==> src/rtl/core/axis_angle_to_rotation_matrix_top_defines.svh <==
// Assertion macros for the axis-angle to rotation matrix block.
// Used by the top level only; no other dependencies.
`ifndef AXIS_ANGLE_TO_ROTATION_MATRIX_TOP_DEFINES_SVH
`define AXIS_ANGLE_TO_ROTATION_MATRIX_TOP_DEFINES_SVH

// Implication checked on every clock edge outside reset.
`define AAR_ASSERT_IMP(label, clk, rst_n, a, b) \
	label: assert property (@(posedge clk) disable iff (!rst_n) (a) |-> (b)) \
		else $error("assertion failed");

// Next-cycle implication checked outside reset.
`define AAR_ASSERT_NEXT(label, clk, rst_n, a, b) \
	label: assert property (@(posedge clk) disable iff (!rst_n) (a) |=> (b)) \
		else $error("assertion failed");

`endif

==> src/rtl/core/aar_pkg.sv <==
// Shared constants and helpers for the axis-angle to rotation matrix block.
// No dependencies.
package aar_pkg;

	localparam int unsigned ATAN_ENTRIES = 24;
	localparam int unsigned CORDIC_FRAC  = 30;
	localparam int unsigned CW           = 34;   // CORDIC x/y width (|v| < 2^32)
	localparam int unsigned ZW           = 32;   // CORDIC angle width, 2^-21 degree
	localparam logic signed [CW-1:0] CORDIC_INV_GAIN = 34'sd652032874;
	localparam logic signed [19:0] HALF_FULL_TURN    = 20'sd184320;
	localparam logic signed [19:0] HALF_HALF_TURN    = 20'sd92160;
	localparam logic signed [19:0] HALF_QUARTER_TURN = 20'sd46080;

	// Arctangent table in units of 2^-21 degree
	function automatic logic signed [ZW-1:0] atan_deg21(input int unsigned i);
		logic signed [ZW-1:0] r;
		case (i)
			0: r = 32'sd94371840;
			1: r = 32'sd55710950;
			2: r = 32'sd29436136;
			3: r = 32'sd14942242;
			4: r = 32'sd7500117;
			5: r = 32'sd3753715;
			6: r = 32'sd1877315;
			7: r = 32'sd938715;
			8: r = 32'sd469365;
			9: r = 32'sd234683;
			10: r = 32'sd117342;
			11: r = 32'sd58671;
			12: r = 32'sd29335;
			13: r = 32'sd14668;
			14: r = 32'sd7334;
			15: r = 32'sd3667;
			16: r = 32'sd1833;
			17: r = 32'sd917;
			18: r = 32'sd458;
			19: r = 32'sd229;
			20: r = 32'sd115;
			21: r = 32'sd57;
			22: r = 32'sd29;
			23: r = 32'sd14;
			default: r = '0;
		endcase
		return r;
	endfunction

endpackage

==> src/rtl/core/aar_reduce.sv <==
// Angle reduction: half-angle modulo 360 degrees, folded into [-90, 90].
// Depends on aar_pkg. Two register stages; modulo by reciprocal multiply.
module aar_reduce (
	input  logic                      clk,
	input  logic                      arst_n,
	input  logic                      in_valid,
	input  logic signed [23:0]        angle,
	output logic                      out_valid,
	output logic signed [aar_pkg::ZW-1:0] z0,
	output logic                      neg
);
	// 2^40/184320 rounded down; quotient estimate may be one low
	localparam logic [31:0] RECIP = 32'd5965232;

	logic [23:0] mag;
	logic        sgn_s1, v_s1;
	logic [23:0] mag_s1;
	logic [8:0]  q_s1;
	logic [54:0] prod;
	logic [19:0] rem;
	logic signed [20:0] r;
	logic signed [20:0] rf;
	logic        nf;

	// Stage 1: magnitude and quotient estimate
	assign mag  = angle[23] ? 24'(-angle) : 24'(angle);
	assign prod = 55'(mag) * 55'(RECIP);
	always_ff @(posedge clk or negedge arst_n) begin
		if (!arst_n) begin
			v_s1 <= 1'b0;
		end else begin
			v_s1 <= in_valid;
		end
	end
	always_ff @(posedge clk) begin
		sgn_s1 <= angle[23];
		mag_s1 <= mag;
		q_s1   <= prod[48:40];
	end

	// Stage 2: remainder correction, sign restore, fold
	always_comb begin
		logic [31:0] t;
		t   = 32'(mag_s1) - 32'(q_s1) * 32'd184320;
		if (t >= 32'd184320) t = t - 32'd184320;
		rem = t[19:0];
		r   = sgn_s1 ? -21'(rem) : 21'(rem);
		if (r < 0) r = r + 21'(aar_pkg::HALF_FULL_TURN);
		if (r >= 21'(aar_pkg::HALF_HALF_TURN)) r = r - 21'(aar_pkg::HALF_FULL_TURN);
		nf = 1'b0;
		rf = r;
		if (r > 21'(aar_pkg::HALF_QUARTER_TURN)) begin
			rf = r - 21'(aar_pkg::HALF_HALF_TURN);
			nf = 1'b1;
		end else if (r < -21'(aar_pkg::HALF_QUARTER_TURN)) begin
			rf = r + 21'(aar_pkg::HALF_HALF_TURN);
			nf = 1'b1;
		end
	end
	always_ff @(posedge clk or negedge arst_n) begin
		if (!arst_n) begin
			out_valid <= 1'b0;
		end else begin
			out_valid <= v_s1;
		end
	end
	// Folded angle fits 17 signed bits, so the scaled value fits ZW bits
	always_ff @(posedge clk) begin
		z0  <= {rf[aar_pkg::ZW-13:0], 12'd0};
		neg <= nf;
	end
endmodule

==> config.mk <==
export PLATFORM = sky130hd
export DESIGN_NAME = aar_reduce
export DESIGN_NICKNAME = d
export VERILOG_FILES = /design/src/rtl/core/axis_angle_to_rotation_matrix_top_defines.svh /design/src/rtl/core/aar_pkg.sv /design/src/rtl/core/aar_reduce.sv
export SDC_FILE = /design/constraint.sdc
export NUM_CORES = 1
export LEC_CHECK = 0
export BUFFER_PORTS_ARGS = -buffer_cell sky130_fd_sc_hd__buf_2
export CAP_MARGIN = 15
export CORE_AREA = 2 2 174 133
export DETAILED_ROUTE_END_ITERATION = 12
export DIE_AREA = 0 0 176 135
export PLACE_DENSITY = 0.8
export SYNTH_ARGS = -nofsm -noshare
export SYNTH_HDL_FRONTEND = slang
export SYNTH_SLANG_ARGS = --single-unit
==> constraint.sdc <==
create_clock -name clk -period 8.6 [get_ports clk]
set_input_delay 1.72 -clock clk [delete_from_list [all_inputs] [get_ports clk]]
set_output_delay 1.72 -clock clk [all_outputs]
set_load 0.02 [all_outputs]
==> results.py, run 1 <==
metrics = {
    "status": {
        "status": "complete, but fails checks",
        "violations": "negative setup slack",
    },
    "flow_run": {
        "cap_violations": 0,
    },
    "critical_path": {
        "cp_slowest_cell": "fa_1",
        "cp-startpoint": "angle[5]",
        "slowest_delay_ns": 0.62,
        "timing.rr.start": "q_s1[2]$_DFF_P_",
        "required_ns": 8.83,
        "rrSetupSlack_ns": 0.23,
        "crit_fanout": 4,
        "critPathKind": "in2reg",
        "path_common_cell": "fa_1",
        "endpoint_kind": "flip-flop",
        "critical_path_arrival_ns": 8.86,
        "startpoint_type": "input port",
    },
    "yosys": {
        "ys.flop_type": "dfxtp_1",
        "yosys-top-cells-count": "inv_1 (310), ha_1 (213), fa_1 (166)",
        "yosys-top-cells-area": "fa_1 (26%), ha_1 (21%), inv_1 (9.1%), dfxtp_1 (8.3%), xnor2_1 (4.4%)",
        "synth_most_common_cell": "inv_1",
        "yosys_warnings": 0,
        "async_reset_ff_share_pct": 3.636,
        "synth_edf_count": 0,
        "synth_top_area_share_pct": 25.89,
        "synthDistinctLibCells": 107,
        "syn_inst": 1414,
        "yosys.area.top_type": "fa_1",
        "ys_seq_elements": 55,
        "syn_area_mm2": 0.01283,
        "synth_seq_area_share_pct": 8.658,
        "syn_area_per_cell_um2": 9.076,
    },
    "clock_tree": {
        "hold_buffers": 0,
        "clock_sinks": 55,
        "clockRootBuffer": "clkbuf_16",
        "cts_buffers": 5,
        "cts_tree": "built",
        "clk_latency_ns": 0.31,
        "h-tree-depth": 2,
        "clockBufferDepth": 2,
        "clk_pin_slew_ns": 0.08,
    },
    "sta": {
        "rsz0062_at_grt": "yes",
        "slew_violations": 0,
        "clock_skew_ns": 0.01115,
        "hold_ws_ns": 0.3536,
        "fin_ws_ns": -0.02915,
        "max_slew.worst_pin.slew_ns": 1.061,
        "post-route-min-period_ns": 8.629,
        "fmax_ghz": 0.1159,
        "fin_crit_sh_pct": 100.3,
        "hold_viol_final": 0,
        "relSlewSlack_pct": 28.91,
        "finalSetupViolations": 3,
    },
    "floorplan": {
        "start_util_pct": 58.51,
        "dieArea_mm2": 0.02376,
        "ios": 61,
        "num_rows": 47,
        "die_y_um": 135,
        "die_x_um": 176,
        "core_area_mm2": 0.02193,
    },
    "drt": {
        "drc": 0,
        "vias": 11166,
        "post_drt_wl_per_cell_um": 18.96,
        "drtIter0Drc": 1090,
        "wirelength_um": 36920,
        "antenna_left": 0,
        "viasPerCell": 5.735,
        "first_pass_iters": 7,
    },
    "placed_design": {
        "dp_slack_ns": -0.7132,
        "dp_hpwl_um": 29960,
        "gp_congestion": 1.001,
        "port_buffers": 48,
    },
    "global_routing": {
        "grt_pass1_vias": 11269,
        "grt-ovfl-total": 0,
        "grt_usage_pct": 30.58,
        "grt_first_pass_wirelength_um": 57420,
        "antenna_found_initial": 1,
        "grt_max_degree": 42,
    },
    "min_path": {
        "min_from": "v_s1$_DFF_PN0_",
        "hold_class": "reg2reg",
    },
    "finish": {
        "fin_util_pct": 73.08,
        "fillers": 1516,
        "syn_to_final_growth_pct": 24.91,
        "drive_gt1_share_pct": 27.60,
        "layout.nets": 2057,
    },
}
-- cell type report --
cell class	count	area, um2	share of cell area [%]
clock buffer	5	125.1	0.7805
antenna	1	2.502	0.01561
clock inverter	3	33.78	0.2107
sequential	55	1122	7.001
timing repair buffer	257	1841	11.48
multi-input combinational	1019	11360	70.84
inverter	313	1182	7.376
tap	294	367.9	2.295
-- registers in the layout (all words and copies together) (netlist names) --
signal and cells:
mag_s1 24, z0 20, q_s1 7, neg 1, out_valid 1, sgn_s1 1
v_s1 1
-- cell families after synthesis --
group / Yosys count / share of synthesized area, %
AO/OA/AOI/OAI: 269 / 15.97
XOR/XNOR: 86 / 6.220
adder cells (fa/ha/maj): 379 / 46.66
buffers and inverters: 352 / 10.99
flip-flops: 55 / 8.658
multiplexers: 10 / 0.7995
other: 1 / 0.02922
AND/OR/NAND/NOR: 262 / 10.68
-- critical path, delay by kind of cell --
kind | cells | cell delay [ns]
and+or+nand+nor | 5 | 1.11
AOI/OAI and AO/OA | 8 | 1.54
adders and majority gates | 7 | 3.22
xor gates and xnor gates | 2 | 0.26
buffers and inverters | 9 | 0.98
-- repair_timing --
action                                  CTS  global route
pin swaps                                59            86
gates resized for setup                  51           115
setup buffers                            13            13
endpoints found under the setup margin   17            17
gates cloned                              1             0
hold endpoints to repair                  0             0
-- per-layer routing --
layer / track usage (%) / wire length (um)
met3: 5.405 / 2750
met4: 7.851 / 940
met5: 0 / 0
met2: 50.77 / 17670
met1: 41.62 / 15560
-- final timing paths --
kind,to,depth (start not counted)
min in group asynchronous,out_valid$_DFF_PN0_,1
hold / removal,out_valid$_DFF_PN0_,0
setup / recovery,q_s1[6]$_DFF_P_,31
hold reg to reg,out_valid$_DFF_PN0_,0
max in group asynchronous,v_s1$_DFF_PN0_,1
setup reg to reg,z0[30]$_DFF_P_,40
-- per-stage QoR --
step / instances / TNS (ns) / area, um2
after detailed placement: 1912 / -5.105 / 14790
after floorplan: 1425 / 0 / 13030
after global placement: 1912 / -2.516 / 14790
final: 1947 / -0.04975 / 16030
after global routing: 1947 / -1.917 / 16030
after CTS: 1934 / 0 / 15300
-- layout by cell type (no fill, tap or decap), types with 5 or more instances in the layout --
cell type	Yosys	final
buf_4	13	205
or3_1	13	10
nor2_2	1	6
buf_2	8	46
ha_1	213	186
conb_1	1	12
xnor2_2	4	14
a31oi_1	8	8
xor2_1	15	14
ha_4	0	23
o21a_1	6	6
nand4_1	10	10
buf_6	4	5
a21oi_1	52	40
a21o_1	26	25
o211a_1	5	5
nor2_1	57	52
nand2_1	59	55
o22ai_1	10	8
clkbuf_16	0	5
dfxtp_1	53	48
and2_1	11	9
inv_1	310	292
o21ai_1	6	10
nand3_1	25	21
o2111ai_1	6	6
nor3_1	28	24
nor2b_1	7	6
a21oi_2	2	11
o31ai_1	11	7
nand2b_1	13	10
o211ai_1	9	9
o21ai_0	41	34
mux2i_1	8	6
fa_1	166	157
xnor2_1	65	54
inv_2	2	18
fa_2	0	9
Power of run 1 is not shown: default switching activity piles up to over one toggle a cycle in this logic, so the estimate is an artifact.
==> run 2, diff against run 1 <==
--- a/config.mk
+++ b/config.mk
@@ -7,10 +7,11 @@
 export LEC_CHECK = 0
 export BUFFER_PORTS_ARGS = -buffer_cell sky130_fd_sc_hd__buf_2
 export CAP_MARGIN = 15
-export CORE_AREA = 2 2 174 133
+export CORE_AREA = 2 2 210 161
 export DETAILED_ROUTE_END_ITERATION = 12
-export DIE_AREA = 0 0 176 135
-export PLACE_DENSITY = 0.8
+export DIE_AREA = 0 0 212 163
+export PLACE_DENSITY = 0.58
+export SKIP_CTS_REPAIR_TIMING = 1
 export SYNTH_ARGS = -nofsm -noshare
 export SYNTH_HDL_FRONTEND = slang
 export SYNTH_SLANG_ARGS = --single-unit
==> results.py, run 2 (synthesis results as in run 1) <==
metrics = {
    "sta": {
        "fin_crit_sh_pct": 98.34,
        "rsz0062_at_grt": "yes",
        "max_slew.worst_pin.slew_ns": 0.7895,
        "finalSetupViolations": 0,
        "post-route-min-period_ns": 8.457,
        "slew_violations": 0,
        "relSlewSlack_pct": 46.99,
        "hold_viol_final": 0,
        "clock_skew_ns": 0.009718,
        "fmax_ghz": 0.1182,
        "hold_ws_ns": 0.3515,
    },
    "global_routing": {
        "grt-ovfl-total": 0,
        "antenna_found_initial": 1,
        "grt_first_pass_wirelength_um": 57730,
        "grt_pass1_vias": 10976,
        "grt_max_degree": 38,
        "grt_usage_pct": 21.24,
    },
    "finish": {
        "layout.nets": 2084,
        "final_common_cell": "inv_1",
        "drive_gt1_share_pct": 27.04,
        "fin_util_pct": 49.28,
        "regMostFlops": "mag_s1",
        "syn_to_final_growth_pct": 25.68,
        "largest_reg_flops": 24,
        "fin_cells": 2130,
        "fin_area_mm2": 0.01613,
        "top_regs": "mag_s1 (24), z0 (20), q_s1 (7)",
        "layout_common_cells": "inv_1 (295), buf_4 (234), ha_1 (188), fa_1 (159), nand2_1 (57)",
    },
    "drt": {
        "antenna_left": 0,
        "met1Wirelength_um": 17240,
        "viasPerCell": 5.040,
        "first_pass_iters": 5,
        "drtIter0Drc": 643,
        "vias": 10736,
        "drc": 0,
        "post_drt_wl_per_cell_um": 16.69,
        "wl_met3_um": 1766,
        "top_layer": "met4",
        "wl_met2_um": 15860,
        "wirelength_um": 35550,
    },
    "floorplan": {
        "num_rows": 58,
        "dieArea_mm2": 0.03456,
        "ios": 61,
        "core_area_mm2": 0.03273,
        "die_x_um": 212,
        "die_y_um": 163,
        "start_util_pct": 39.21,
    },
    "critical_path": {
        "critical_path_arrival_ns": 8.65,
        "critPathKind": "reg2reg",
        "required_ns": 8.79,
        "crit_fanout": 8,
        "startpoint_type": "flip-flop",
        "slowest_delay_ns": 0.49,
        "cp_slowest_cell": "fa_1",
        "endpoint_kind": "flip-flop",
    },
    "placed_design": {
        "dp.cells": 2094,
        "port_buffers": 48,
        "gp_congestion": 0.9392,
        "dp_hpwl_um": 30600,
        "placed_area_mm2": 0.01518,
    },
    "clock_tree": {
        "clockRootBuffer": "clkbuf_16",
        "cts_buffers": 5,
        "cts_tree": "built",
        "clk_pin_slew_ns": 0.08,
        "h-tree-depth": 2,
        "clock_sinks": 55,
        "clockBufferDepth": 2,
        "clk_latency_ns": 0.31,
    },
    "status": {
        "status": "finished clean",
    },
    "min_path": {
        "hold_class": "reg2reg",
    },
    "flow_run": {
        "cap_violations": 0,
    },
}
[run 2: final cells by class]
class	instances	area, um2
timing repair buffer	285	2049
multi-input combinational	1018	11050
tap	450	563.0
clock buffer	5	125.1
sequential	55	1126
fill	3042	16600
inverter	313	1182
clock inverter	3	33.78
antenna	1	2.502
[run 2: stage by stage]
step | setup TNS (ns) | setup slack (ns)
after floorplan | 0 | 0.01006
after global placement | -4.792 | -0.3904
after detailed placement | -5.558 | -0.4390
after CTS | -4.199 | -0.4679
after global routing | -2.279 | -0.2654
final | 0 | 0.1427
[run 2: path summary, 6_finish.rpt]
kind | start | end | slack [ns] | depth (start not counted)
min | v_s1$_DFF_PN0_ | out_valid$_DFF_PN0_ | 0.35 | 0
min in group asynchronous | arst_n | out_valid$_DFF_PN0_ | 1.18 | 1
max in group asynchronous | arst_n | v_s1$_DFF_PN0_ | 7.33 | 1
min reg2reg | v_s1$_DFF_PN0_ | out_valid$_DFF_PN0_ | 0.35 | 0
max reg2reg | q_s1[3]$_DFF_P_ | z0[31]$_DFF_P_ | 0.14 | 45
max | q_s1[3]$_DFF_P_ | z0[31]$_DFF_P_ | 0.14 | 45
[run 2: worst max-delay path: cells and delay by family (launching register included)]
family | cells | cell delay (ns)
flip-flops | 1 | 0.37
AO/OA/AOI/OAI | 12 | 2.57
multiplexers | 1 | 0.21
AND/OR/NAND/NOR | 12 | 1.57
buffers and inverters | 9 | 0.88
XOR/XNOR | 2 | 0.33
adder cells (fa/ha/maj) | 9 | 2.41
[run 2: layer usage]
metal	vias to the layer above	GRT usage (%)
met1	5211	31.31
met2	237	32.73
met5	-	0
li1	5249	-
met3	39	2.970
met4	0	5.026
Power of run 2 is left out for the same reason.
==> run 3, diff against run 2 <==
--- a/config.mk
+++ b/config.mk
@@ -6,11 +6,11 @@
 export NUM_CORES = 1
 export LEC_CHECK = 0
 export BUFFER_PORTS_ARGS = -buffer_cell sky130_fd_sc_hd__buf_2
-export CAP_MARGIN = 15
+export CAP_MARGIN = 30
 export CORE_AREA = 2 2 210 161
 export DETAILED_ROUTE_END_ITERATION = 12
 export DIE_AREA = 0 0 212 163
-export PLACE_DENSITY = 0.58
+export PLACE_DENSITY = 0.56
 export SKIP_CTS_REPAIR_TIMING = 1
 export SYNTH_ARGS = -nofsm -noshare
 export SYNTH_HDL_FRONTEND = slang
==> constraint.sdc (replaced) <==
create_clock -name clk -period 10.6 [get_ports clk]
set_input_delay 2.12 -clock clk [delete_from_list [all_inputs] [get_ports clk]]
set_output_delay 2.12 -clock clk [all_outputs]
set_load 0.02 [all_outputs]
==> results.py, run 3 (synthesis results as in run 1) <==
metrics = {
    "drt": {
        "drtIter0Drc": 632,
        "viasPerCell": 5.125,
        "wirelength_um": 32590,
        "vias": 9830,
        "drc": 0,
        "first_pass_iters": 5,
        "antenna_left": 0,
        "post_drt_wl_per_cell_um": 16.99,
    },
    "critical_path": {
        "critPathKind": "in2reg",
        "endpoint_kind": "flip-flop",
        "slowest_delay_ns": 0.53,
        "cpLargestDelayFamily": "adder cells",
        "required_ns": 10.81,
        "crit_fanout": 8,
        "rrSetupSlack_ns": 0.88,
        "startpoint_type": "input port",
        "cp_slowest_cell": "fa_1",
        "critical_path_arrival_ns": 10.03,
        "path_buf_inv": 3,
        "path_common_cell": "a21o_1",
    },
    "finish": {
        "drive_gt1_share_pct": 8.793,
        "top_regs": "mag_s1 (24), z0 (20), q_s1 (7)",
        "regMostFlops": "mag_s1",
        "fillers": 3315,
        "largest_reg_flops": 24,
        "fin_util_pct": 42.12,
        "layout.nets": 1872,
        "syn_to_final_growth_pct": 7.429,
        "final_common_cell": "inv_1",
        "layout_common_cells": "inv_1 (310), ha_1 (213), fa_1 (166), xnor2_1 (65), nand2_1 (59)",
    },
    "clock_tree": {
        "clk_pin_slew_ns": 0.08,
        "clockRootBuffer": "clkbuf_16",
        "clockBufferDepth": 2,
        "clk_latency_ns": 0.31,
        "cts_buffers": 5,
        "cts_tree": "built",
        "clock_sinks": 55,
        "h-tree-depth": 2,
    },
    "placed_design": {
        "dp_hpwl_um": 28230,
        "gp_congestion": 0.9130,
        "port_buffers": 48,
    },
    "sta": {
        "post-route-min-period_ns": 9.827,
        "fin_crit_sh_pct": 92.71,
        "finalSetupViolations": 0,
        "clock_skew_ns": 0.009501,
        "setup_tns_ns": 0,
        "hold_viol_final": 0,
        "rsz0062_at_grt": "no",
        "max_slew.worst_pin.slew_ns": 0.9845,
        "relSlewSlack_pct": 33.89,
        "fmax_ghz": 0.1018,
        "slew_violations": 0,
    },
    "min_path": {
        "hold_class": "reg2reg",
    },
    "floorplan": {
        "start_util_pct": 39.21,
        "core_area_mm2": 0.03273,
        "die_y_um": 163,
        "ios": 61,
        "num_rows": 58,
        "die_x_um": 212,
        "dieArea_mm2": 0.03456,
    },
    "global_routing": {
        "grt_first_pass_wirelength_um": 53160,
        "grt-ovfl-total": 0,
        "grt_max_degree": 42,
        "grt_usage_pct": 19.61,
        "grt_pass1_vias": 9908,
        "antenna_found_initial": 2,
    },
    "status": {
        "status": "finished clean",
    },
    "flow_run": {
        "cap_violations": 0,
    },
}
==> run 3: cell types whose count changed in the layout (fill, tap and decap cells not counted), sizes merged <==
cell / previous run / this run
buf: 285 / 73
clkinv: 3 / 1
inv: 313 / 315
==> run 3: per-stage QoR <==
step                instances  setup slack [ns]  hold slack, ns  cell area (um2)
global placement         1909            0.6062          0.3392            13630
CTS                      1917            0.8353          0.3601            13780
finish                   1918            0.7726          0.3564            13790
global route             1918           0.09087          0.3707            13790
detailed placement       1909            0.5221          0.3426            13630
floorplan                1425             1.158          0.3312            12870
==> run 3: final timing paths <==
kind | from | to | depth (start not counted)
hold / removal | v_s1$_DFF_PN0_ | out_valid$_DFF_PN0_ | 0
min in group asynchronous | arst_n | v_s1$_DFF_PN0_ | 1
hold reg to reg | v_s1$_DFF_PN0_ | out_valid$_DFF_PN0_ | 0
setup reg to reg | q_s1[1]$_DFF_P_ | z0[23]$_DFF_P_ | 43
setup / recovery | angle[0] | q_s1[6]$_DFF_P_ | 33
max in group asynchronous | arst_n | out_valid$_DFF_PN0_ | 1
==> run 3: cell type report <==
| type | instances | area [um2] | share of cell area, % |
|---|---|---|---|
| Timing Repair Buffer | 73 | 427.9 | 3.104 |
| Tap cell | 450 | 563.0 | 4.084 |
| Inverter | 313 | 1175 | 8.522 |
| Sequential cell | 55 | 1111 | 8.059 |
| Clock buffer | 5 | 125.1 | 0.9075 |
| Multi-Input combinational cell | 1018 | 10350 | 75.10 |
| Clock inverter | 3 | 28.78 | 0.2087 |
| Antenna cell | 1 | 2.502 | 0.01815 |
==> run 3: routing by layer <==
metal  vias up  share of wire [%]  GRT usage [%]
met4         0                1.3          3.713
met1      4773                 51          29.27
met3        20                3.9          1.832
li1       4831                  -              -
met5         -                  0              0
met2       206                 44          30.91
Power of run 3 is left out for the same reason.
